--- src/rtl/core/sqt_pkg.sv ---
// ----------------------------------------------------------------------------
// sqt_pkg
// Types and character constants shared by the shell quote tokenizer.
// ----------------------------------------------------------------------------
package sqt_pkg;

    localparam int SQT_QUEUE_DEPTH = 4;

    localparam logic [7:0] CH_PIPE      = 8'h7C;
    localparam logic [7:0] CH_DQUOTE    = 8'h22;
    localparam logic [7:0] CH_SQUOTE    = 8'h27;
    localparam logic [7:0] CH_BACKSLASH = 8'h5C;
    localparam logic [7:0] CH_LOWER_N   = 8'h6E;
    localparam logic [7:0] CH_LOWER_T   = 8'h74;
    localparam logic [7:0] CH_LOWER_R   = 8'h72;
    localparam logic [7:0] CH_LF        = 8'h0A;
    localparam logic [7:0] CH_TAB       = 8'h09;
    localparam logic [7:0] CH_CR        = 8'h0D;
    localparam logic [7:0] CH_SPACE     = 8'h20;

    typedef enum logic {
        OP_CHAR = 1'b0,
        OP_EOL  = 1'b1
    } t_op;

    typedef enum logic [1:0] {
        KIND_CHAR        = 2'd0,
        KIND_TOKEN_END   = 2'd1,
        KIND_SEGMENT_END = 2'd2,
        KIND_LINE_END    = 2'd3
    } t_kind;

    // bit positions in a command mask, in emission order
    localparam int MB_CHAR     = 0;
    localparam int MB_TOKEN    = 1;
    localparam int MB_SEGMENT  = 2;
    localparam int MB_LINE     = 3;
    localparam int MASK_W      = 4;

    typedef struct packed {
        t_op        operation;
        logic [7:0] char_in;
    } t_in;

    typedef struct packed {
        t_kind      kind;
        logic [7:0] char_out;
        logic       last;
    } t_out;

    // one accepted item, reduced to the results it causes
    typedef struct packed {
        logic [MASK_W-1:0] mask;
        logic [7:0]        ch;
    } t_cmd;

endpackage

--- src/rtl/core/sqt_front.sv ---
// ----------------------------------------------------------------------------
// sqt_front
// Lexer state and classification: turns each accepted item into a command.
// ----------------------------------------------------------------------------
module sqt_front (
    input  logic         i_clk,
    input  logic         i_rst_n,
    input  logic         i_accept,
    input  sqt_pkg::t_in i_in,
    output sqt_pkg::t_cmd o_cmd
);
    import sqt_pkg::*;

    logic r_in_double, r_in_single, r_escape, r_token_open, r_segment_open;
    logic n_in_double, n_in_single, n_escape, n_token_open, n_segment_open;

    function automatic logic is_blank(input logic [7:0] c);
        return (c == CH_SPACE) || (c >= CH_TAB && c <= CH_CR);
    endfunction

    logic       quoted;
    logic [7:0] c;
    logic [7:0] esc_val;
    logic       tok_at_close;

    assign c            = i_in.char_in;
    assign quoted       = r_in_double || r_in_single;
    assign tok_at_close = r_token_open || r_escape;

    always_comb begin
        esc_val = c;
        if (quoted) begin
            priority if (c == CH_LOWER_N) begin
                esc_val = CH_LF;
            end else if (c == CH_LOWER_T) begin
                esc_val = CH_TAB;
            end else if (c == CH_LOWER_R) begin
                esc_val = CH_CR;
            end else begin
                esc_val = c;
            end
        end
    end

    always_comb begin
        n_in_double    = r_in_double;
        n_in_single    = r_in_single;
        n_escape       = r_escape;
        n_token_open   = r_token_open;
        n_segment_open = r_segment_open;
        o_cmd.mask     = '0;
        o_cmd.ch       = CH_BACKSLASH;
        if (i_in.operation == OP_EOL || c == CH_PIPE) begin
            // pending backslash becomes literal, then close token and segment
            o_cmd.mask[MB_CHAR]  = r_escape;
            o_cmd.mask[MB_TOKEN] = tok_at_close;
            if (i_in.operation == OP_EOL) begin
                o_cmd.mask[MB_SEGMENT] = r_segment_open || r_escape;
                o_cmd.mask[MB_LINE]    = 1'b1;
            end else begin
                o_cmd.mask[MB_SEGMENT] = 1'b1;
            end
            n_in_double    = 1'b0;
            n_in_single    = 1'b0;
            n_escape       = 1'b0;
            n_token_open   = 1'b0;
            n_segment_open = 1'b0;
        end else begin
            n_segment_open = 1'b1;
            priority if (r_escape) begin
                n_escape             = 1'b0;
                o_cmd.mask[MB_CHAR]  = 1'b1;
                o_cmd.ch             = esc_val;
                n_token_open         = 1'b1;
            end else if (c == CH_DQUOTE && !r_in_single) begin
                n_in_double = !r_in_double;
            end else if (c == CH_SQUOTE && !r_in_double) begin
                n_in_single = !r_in_single;
            end else if (c == CH_BACKSLASH) begin
                n_escape = 1'b1;
            end else if (is_blank(c) && !quoted) begin
                o_cmd.mask[MB_TOKEN] = r_token_open;
                n_token_open         = 1'b0;
            end else begin
                o_cmd.mask[MB_CHAR] = 1'b1;
                o_cmd.ch            = c;
                n_token_open        = 1'b1;
            end
        end
    end

    always_ff @(posedge i_clk) begin
        if (!i_rst_n) begin
            r_in_double    <= 1'b0;
            r_in_single    <= 1'b0;
            r_escape       <= 1'b0;
            r_token_open   <= 1'b0;
            r_segment_open <= 1'b0;
        end else if (i_accept) begin
            r_in_double    <= n_in_double;
            r_in_single    <= n_in_single;
            r_escape       <= n_escape;
            r_token_open   <= n_token_open;
            r_segment_open <= n_segment_open;
        end
    end

endmodule

--- src/rtl/core/sqt_cmdq.sv ---
// ----------------------------------------------------------------------------
// sqt_cmdq
// Short command queue between the lexer and the result expander.
// ----------------------------------------------------------------------------
module sqt_cmdq #(
    parameter int DEPTH = sqt_pkg::SQT_QUEUE_DEPTH
) (
    input  logic          i_clk,
    input  logic          i_rst_n,
    input  logic          i_push,
    input  sqt_pkg::t_cmd i_data,
    output logic          o_full,
    input  logic          i_pop,
    output logic          o_valid,
    output sqt_pkg::t_cmd o_data
);
    import sqt_pkg::*;

    localparam int PTR_W = (DEPTH > 1) ? $clog2(DEPTH) : 1;
    localparam int CNT_W = $clog2(DEPTH + 1);

    t_cmd             r_mem [DEPTH];
    logic [PTR_W-1:0] r_wr_ptr, r_rd_ptr;
    logic [CNT_W-1:0] r_count;
    logic             do_push, do_pop;

    assign o_full  = (r_count == CNT_W'(DEPTH));
    assign o_valid = (r_count != '0);
    assign o_data  = r_mem[r_rd_ptr];
    assign do_push = i_push && !o_full;
    assign do_pop  = i_pop && o_valid;

    function automatic logic [PTR_W-1:0] bump(input logic [PTR_W-1:0] p);
        return (p == PTR_W'(DEPTH - 1)) ? '0 : p + PTR_W'(1);
    endfunction

    always_ff @(posedge i_clk) begin
        if (do_push) begin
            r_mem[r_wr_ptr] <= i_data;
        end
    end

    always_ff @(posedge i_clk) begin
        if (!i_rst_n) begin
            r_wr_ptr <= '0;
            r_rd_ptr <= '0;
            r_count  <= '0;
        end else begin
            if (do_push) begin
                r_wr_ptr <= bump(r_wr_ptr);
            end
            if (do_pop) begin
                r_rd_ptr <= bump(r_rd_ptr);
            end
            if (do_push && !do_pop) begin
                r_count <= r_count + CNT_W'(1);
            end else if (do_pop && !do_push) begin
                r_count <= r_count - CNT_W'(1);
            end
        end
    end

endmodule

--- src/rtl/core/sqt_back.sv ---
// ----------------------------------------------------------------------------
// sqt_back
// Expands queued commands into result items in an output register, one
// per cycle while that register is empty or being popped.
// ----------------------------------------------------------------------------
module sqt_back (
    input  logic          i_clk,
    input  logic          i_rst_n,
    input  logic          i_q_valid,
    input  sqt_pkg::t_cmd i_q_data,
    output logic          o_q_pop,
    output logic          o_empty,
    input  logic          i_pop,
    output sqt_pkg::t_out o_result
);
    import sqt_pkg::*;

    logic              r_cur_valid;
    t_cmd              r_cur;
    logic              r_out_valid;
    t_out              r_out;

    logic              out_free, take, refill;
    logic [MASK_W-1:0] low, rest;
    t_kind             kind;

    assign out_free = !r_out_valid || i_pop;
    assign take     = out_free && r_cur_valid;
    assign low      = r_cur.mask & (~r_cur.mask + MASK_W'(1));
    assign rest     = r_cur.mask & ~low;
    assign refill   = !r_cur_valid || (take && rest == '0);
    assign o_q_pop  = refill && i_q_valid;
    assign o_empty  = !r_out_valid;
    assign o_result = r_out;

    always_comb begin
        priority if (r_cur.mask[MB_CHAR]) begin
            kind = KIND_CHAR;
        end else if (r_cur.mask[MB_TOKEN]) begin
            kind = KIND_TOKEN_END;
        end else if (r_cur.mask[MB_SEGMENT]) begin
            kind = KIND_SEGMENT_END;
        end else begin
            kind = KIND_LINE_END;
        end
    end

    always_ff @(posedge i_clk) begin
        if (take) begin
            r_out.kind     <= kind;
            r_out.char_out <= (kind == KIND_CHAR) ? r_cur.ch : 8'h00;
            r_out.last     <= (rest == '0);
        end
        if (refill) begin
            r_cur <= i_q_data;
        end else if (take) begin
            r_cur.mask <= rest;
        end
    end

    always_ff @(posedge i_clk) begin
        if (!i_rst_n) begin
            r_cur_valid <= 1'b0;
            r_out_valid <= 1'b0;
        end else begin
            if (refill) begin
                r_cur_valid <= i_q_valid;
            end
            if (take) begin
                r_out_valid <= 1'b1;
            end else if (i_pop) begin
                r_out_valid <= 1'b0;
            end
        end
    end

endmodule

--- src/rtl/core/shell_quote_tokenizer_top.sv ---
// ----------------------------------------------------------------------------
// shell_quote_tokenizer_top
// Streaming lexer for one shell command line: quotes, escapes, tokens, pipes.
// ----------------------------------------------------------------------------
// Bytes of a command line are pushed one per transfer, followed by an
// end-of-line item; token characters, token ends, segment ends and the line
// end come out in order on the result side, with last set on the final
// result of each input item. Input is taken every cycle while full is low.
// An input item yields 0 to 4 results, each held in the output register
// until popped; the expander drains one result per cycle while results are
// popped, and the command queue (QUEUE_DEPTH entries) absorbs bursts; a
// plain text stream sustains one byte per cycle while results are popped.
// Results pass the command queue, the current-command register and the output register.
// ----------------------------------------------------------------------------
module shell_quote_tokenizer_top #(
    parameter int QUEUE_DEPTH = sqt_pkg::SQT_QUEUE_DEPTH
) (
    input  logic          i_clk,
    input  logic          i_rst_n,
    input  logic          push,
    output logic          full,
    input  sqt_pkg::t_in  i_in,
    output logic          empty,
    input  logic          pop,
    output sqt_pkg::t_out o_result
);
    import sqt_pkg::*;

    logic accept;
    t_cmd cmd;
    logic q_push, q_full, q_valid, q_pop;
    t_cmd q_data;

    assign full   = q_full;
    assign accept = push && !full;
    // items that cause no result never enter the queue
    assign q_push = accept && (cmd.mask != '0);

    sqt_front u_front (
        .i_clk   (i_clk),
        .i_rst_n (i_rst_n),
        .i_accept(accept),
        .i_in    (i_in),
        .o_cmd   (cmd)
    );

    sqt_cmdq #(
        .DEPTH(QUEUE_DEPTH)
    ) u_cmdq (
        .i_clk  (i_clk),
        .i_rst_n(i_rst_n),
        .i_push (q_push),
        .i_data (cmd),
        .o_full (q_full),
        .i_pop  (q_pop),
        .o_valid(q_valid),
        .o_data (q_data)
    );

    sqt_back u_back (
        .i_clk    (i_clk),
        .i_rst_n  (i_rst_n),
        .i_q_valid(q_valid),
        .i_q_data (q_data),
        .o_q_pop  (q_pop),
        .o_empty  (empty),
        .i_pop    (pop),
        .o_result (o_result)
    );

    a_full_has_data: assert property (@(posedge i_clk) disable iff (!i_rst_n)
        full |-> q_valid)
        else $error("queue reports full with no valid entry");

    a_pop_has_data: assert property (@(posedge i_clk) disable iff (!i_rst_n)
        q_pop |-> q_valid)
        else $error("expander popped an empty queue");

    a_eol_line_end: assert property (@(posedge i_clk) disable iff (!i_rst_n)
        (accept && i_in.operation == OP_EOL) |-> (q_push && cmd.mask[MB_LINE]))
        else $error("end of line did not queue a line end");

    a_pipe_seg_end: assert property (@(posedge i_clk) disable iff (!i_rst_n)
        (accept && i_in.operation == OP_CHAR && i_in.char_in == CH_PIPE)
            |-> (q_push && cmd.mask[MB_SEGMENT] && !cmd.mask[MB_LINE]))
        else $error("pipe did not queue a segment end");

endmodule
--- config.mk ---
export PLATFORM = sky130hd
export DESIGN_NAME = shell_quote_tokenizer_top
export DESIGN_NICKNAME = d
export VERILOG_FILES = /design/src/rtl/core/sqt_pkg.sv /design/src/rtl/core/sqt_front.sv /design/src/rtl/core/sqt_cmdq.sv /design/src/rtl/core/sqt_back.sv /design/src/rtl/core/shell_quote_tokenizer_top.sv
export SDC_FILE = /design/constraint.sdc
export NUM_CORES = 1
export LEC_CHECK = 0
export BUFFER_PORTS_ARGS = -buffer_cell sky130_fd_sc_hd__buf_2
export CORE_UTILIZATION = 50
export DETAILED_ROUTE_END_ITERATION = 10
export GPL_TIMING_DRIVEN = 0
export HOLD_SLACK_MARGIN = 0.12
export PLACE_DENSITY_LB_ADDON = 0.25
export SYNTH_ARGS = -nofsm -noshare
export SYNTH_HDL_FRONTEND = slang
export SYNTH_HIERARCHICAL = 1
export SYNTH_SLANG_ARGS = --single-unit
--- constraint.sdc ---
create_clock -name i_clk -period 6.56 [get_ports i_clk]
set_clock_uncertainty 0.2 [all_clocks]
set_input_delay 0 -clock i_clk [delete_from_list [all_inputs] [get_ports i_clk]]
set_output_delay 0 -clock i_clk [all_outputs]
set_load 0.005 [all_outputs]
==> metrics.yaml <==
logic_synthesis:
  synth_most_common_cell: "edfxtp_1"
  synthCells: 278
  synth-seq-area-share: 0.629
  synth_edf_count: 71
  async_flop_share: 0
  yosysTopAreaCell: "edfxtp_1"
  syn_nets: 298
  synth_top_area_frac: 0.547
  synth.area.top_cells: "edfxtp_1, dfxtp_1, mux4_2"
  synth-seq-cells: 87
  yosysWarnings: 6
  synth-main-ff-cell: "edfxtp_1"
  synth_area_per_cell_um2: 14.0
  synthDistinctLibCells: 56
  netlist_area_um2: 3900
  synth_common_cells: "edfxtp_1, nand2_1, dfxtp_1"
critical_path:
  path_max_fanout: 7
  end_kind: "flip-flop"
  path_class: "input pin to flip-flop"
  cp.required_ns: 6.63
  worstSetupStartpointType: "input pin"
  arrival_ns: 4.15
  cp_slowest_cell: "dlygate4sd3_1"
  path_cells: "dlygate4sd3_1, buf_2, nor3_1, dlygate4sd3_1, nand2_1, a21oi_1, nand2_1, a21oi_1, o41a_1, nor2b_1, buf_2, ha_1, inv_1, fa_1, xor2_1, or3_1, a21boi_0"
  critPathMaxStageDelay_ns: 0.64
placed_design:
  io_buffers: 25
  dp.final_hpwl_um: 4520
  dp_worst_setup_slack_ns: 3.01
  dpl.cell_count: 402
  gp_congestion: 0.828
finish:
  antennaDiodeCount: 0
  nFillCells: 571
  layoutNonFillerInstCount: 434
  final_util: 0.611
  drive_gt1_frac: 0.176
  syn_to_final_growth_pct: 15.9
  finalNetCount: 350
clocking:
  root_buffer: "clkbuf_8"
  post_cts_buffers: 0
  cts_tree: "built"
  cts_sinks: 87
  numCtsBuffers: 9
  clkTransAtPathRegs_ns: 0.08
  cts_buffer_depth: 2
  htreeDepth: 3
  clock_latency_ns: 0.34
sta:
  hold_violations: 0
  finalCritPeriodShare: 0.622
  fmax_ghz: 0.245
  tightest_slew_ns: 0.776
  relSlewSlack: 0.481
  finalSetupViolCount: 0
  fin_crit_ns: 4.08
  rsz0062_at_grt: "no"
  setup_tns_ns: 0
  slew_viol_final: 0
  layout_setup_ws_ns: 2.48
flow_run:
  drv_cap: 0
run_status:
  outcome: "completed"
route:
  drt_first_pass_iters: 4
  drt_iter0_markers: 120
  vias: 2374
  wl_um: 6580
  wire_per_inst_um: 15.2
  drt-vias-per-instance: 5.47
  drc: 0
  ant_nets: 0
grt:
  antenna_found_initial: 0
  grt-ovfl-total: 0
  track_usage: 0.177
  grt_pass1_vias: 2310
  grt_max_degree: 15
  grt_pass1_wl_um: 11000
floorplan:
  dieArea_um2: 8160
  io-pin-count: 26
  core-area_um2: 7410
  die_w_um: 90.3
  die_h_um: 90.3
  fp-row-count: 31
  start_util: 0.527
power_and_ir_drop:
  power.density_nw_per_um2: 360
  leakage_nw: 1.63
  ir_drop_uv: 147
min_path:
  hp-class: "input pin to flip-flop"
==> path summary, 6_finish.rpt <==
| check | from | endpoint | slack (ns) | cells after the start |
|---|---|---|---|---|
| max | i_in[7] | u_cmdq/r_count[2] | 2.48 | 17 |
| max reg2reg | u_front/r_in_double | u_cmdq/r_count[2] | 3.13 | 14 |
| min reg2reg | u_cmdq/r_wr_ptr[1] | u_cmdq/r_wr_ptr[1] | 0.30 | 2 |
| min | i_in[4] | u_cmdq/r_mem[0][4] | 0.17 | 4 |
==> flip-flops by register name, indices dropped and copies added, names as in the netlist, named ones only <==
signal                  flops
u_back/r_cur               12
u_cmdq/r_rd_ptr             2
u_cmdq/r_count              3
u_front/r_segment_open      1
u_back/r_cur_valid          1
u_front/r_escape            1
u_cmdq/r_wr_ptr             2
u_back/r_out_valid          1
u_front/r_in_double         1
u_back/o_result            11
u_front/r_in_single         1
u_cmdq/r_mem               48
u_front/r_token_open        1
==> routing by layer <==
metal	share of wire	GRT usage	wire length (um)	vias up
met5	0	0	0	-
li1	-	-	-	1162
met1	0.45	0.213	2960	1158
met3	0.024	0.0303	156	8
met4	0.016	0.0766	108	0
met2	0.51	0.312	3350	46
==> stage by stage <==
step,total power [mW],hold WS (ns),instance area [um2]
after floorplan,1.13,-0.0825,3900
after global placement,1.23,0.144,4150
after detailed placement,1.25,0.146,4150
after CTS,1.65,0.138,4520
after global routing,1.72,0.155,4520
final,1.63,0.168,4520
==> power by group <==
group	switching [mW]	leakage, nW	internal [mW]
registers	0.0542	0.798	0.763
clock network	0.174	0.104	0.213
logic	0.224	0.729	0.199
total	0.452	1.63	1.18
==> worst max-delay path, delay by kind of cell <==
kind | cells | cell delay [ns]
xor+xnor | 1 | 0.16
buf+inv | 5 | 1.56
simple gates | 5 | 0.94
fa+ha+maj | 2 | 0.57
compound gates | 4 | 0.90
==> timing repair <==
item / 4_1_cts / 5_1_grt
hold endpoints to repair: 58 / 0
hold buffers: 16 / 0
endpoints found under the setup margin: 0 / 0
resized for setup: 0 / 0
==> placed cells by master (no fill, tap or decap), types with 9 or more instances in the layout <==
| master | n |
|---|---|
| and2_1 | 15 |
| clkbuf_8 | 9 |
| dfxtp_1 | 16 |
| buf_2 | 30 |
| dlygate4sd3_1 | 16 |
| nor2_1 | 11 |
| nor2b_1 | 11 |
| nor3_1 | 11 |
| nand2_1 | 19 |
| inv_1 | 11 |
| edfxtp_1 | 71 |
==> cell families after synthesis <==
kind of cell / synth area share
AND/OR/NAND/NOR: 0.140
flip-flops: 0.629
AO/OA/AOI/OAI: 0.0863
buffers and inverters: 0.0276
multiplexers: 0.0844
adder cells (fa/ha/maj): 0.0269
XOR/XNOR: 0.00674
==> layout make-up <==
class | count | area (um2) | area share
inverters | 11 | 41.3 | 0.00913
repair buffers | 41 | 285 | 0.0631
well taps | 99 | 124 | 0.0274
multi-input cells | 167 | 1340 | 0.297
clock inverters | 6 | 85.1 | 0.0188
flip-flops and latches | 87 | 2450 | 0.542
plain buffers | 13 | 66.3 | 0.0147
clock buffers | 10 | 128 | 0.0282
No activity file was read; power rests on OpenSTA's default activity.
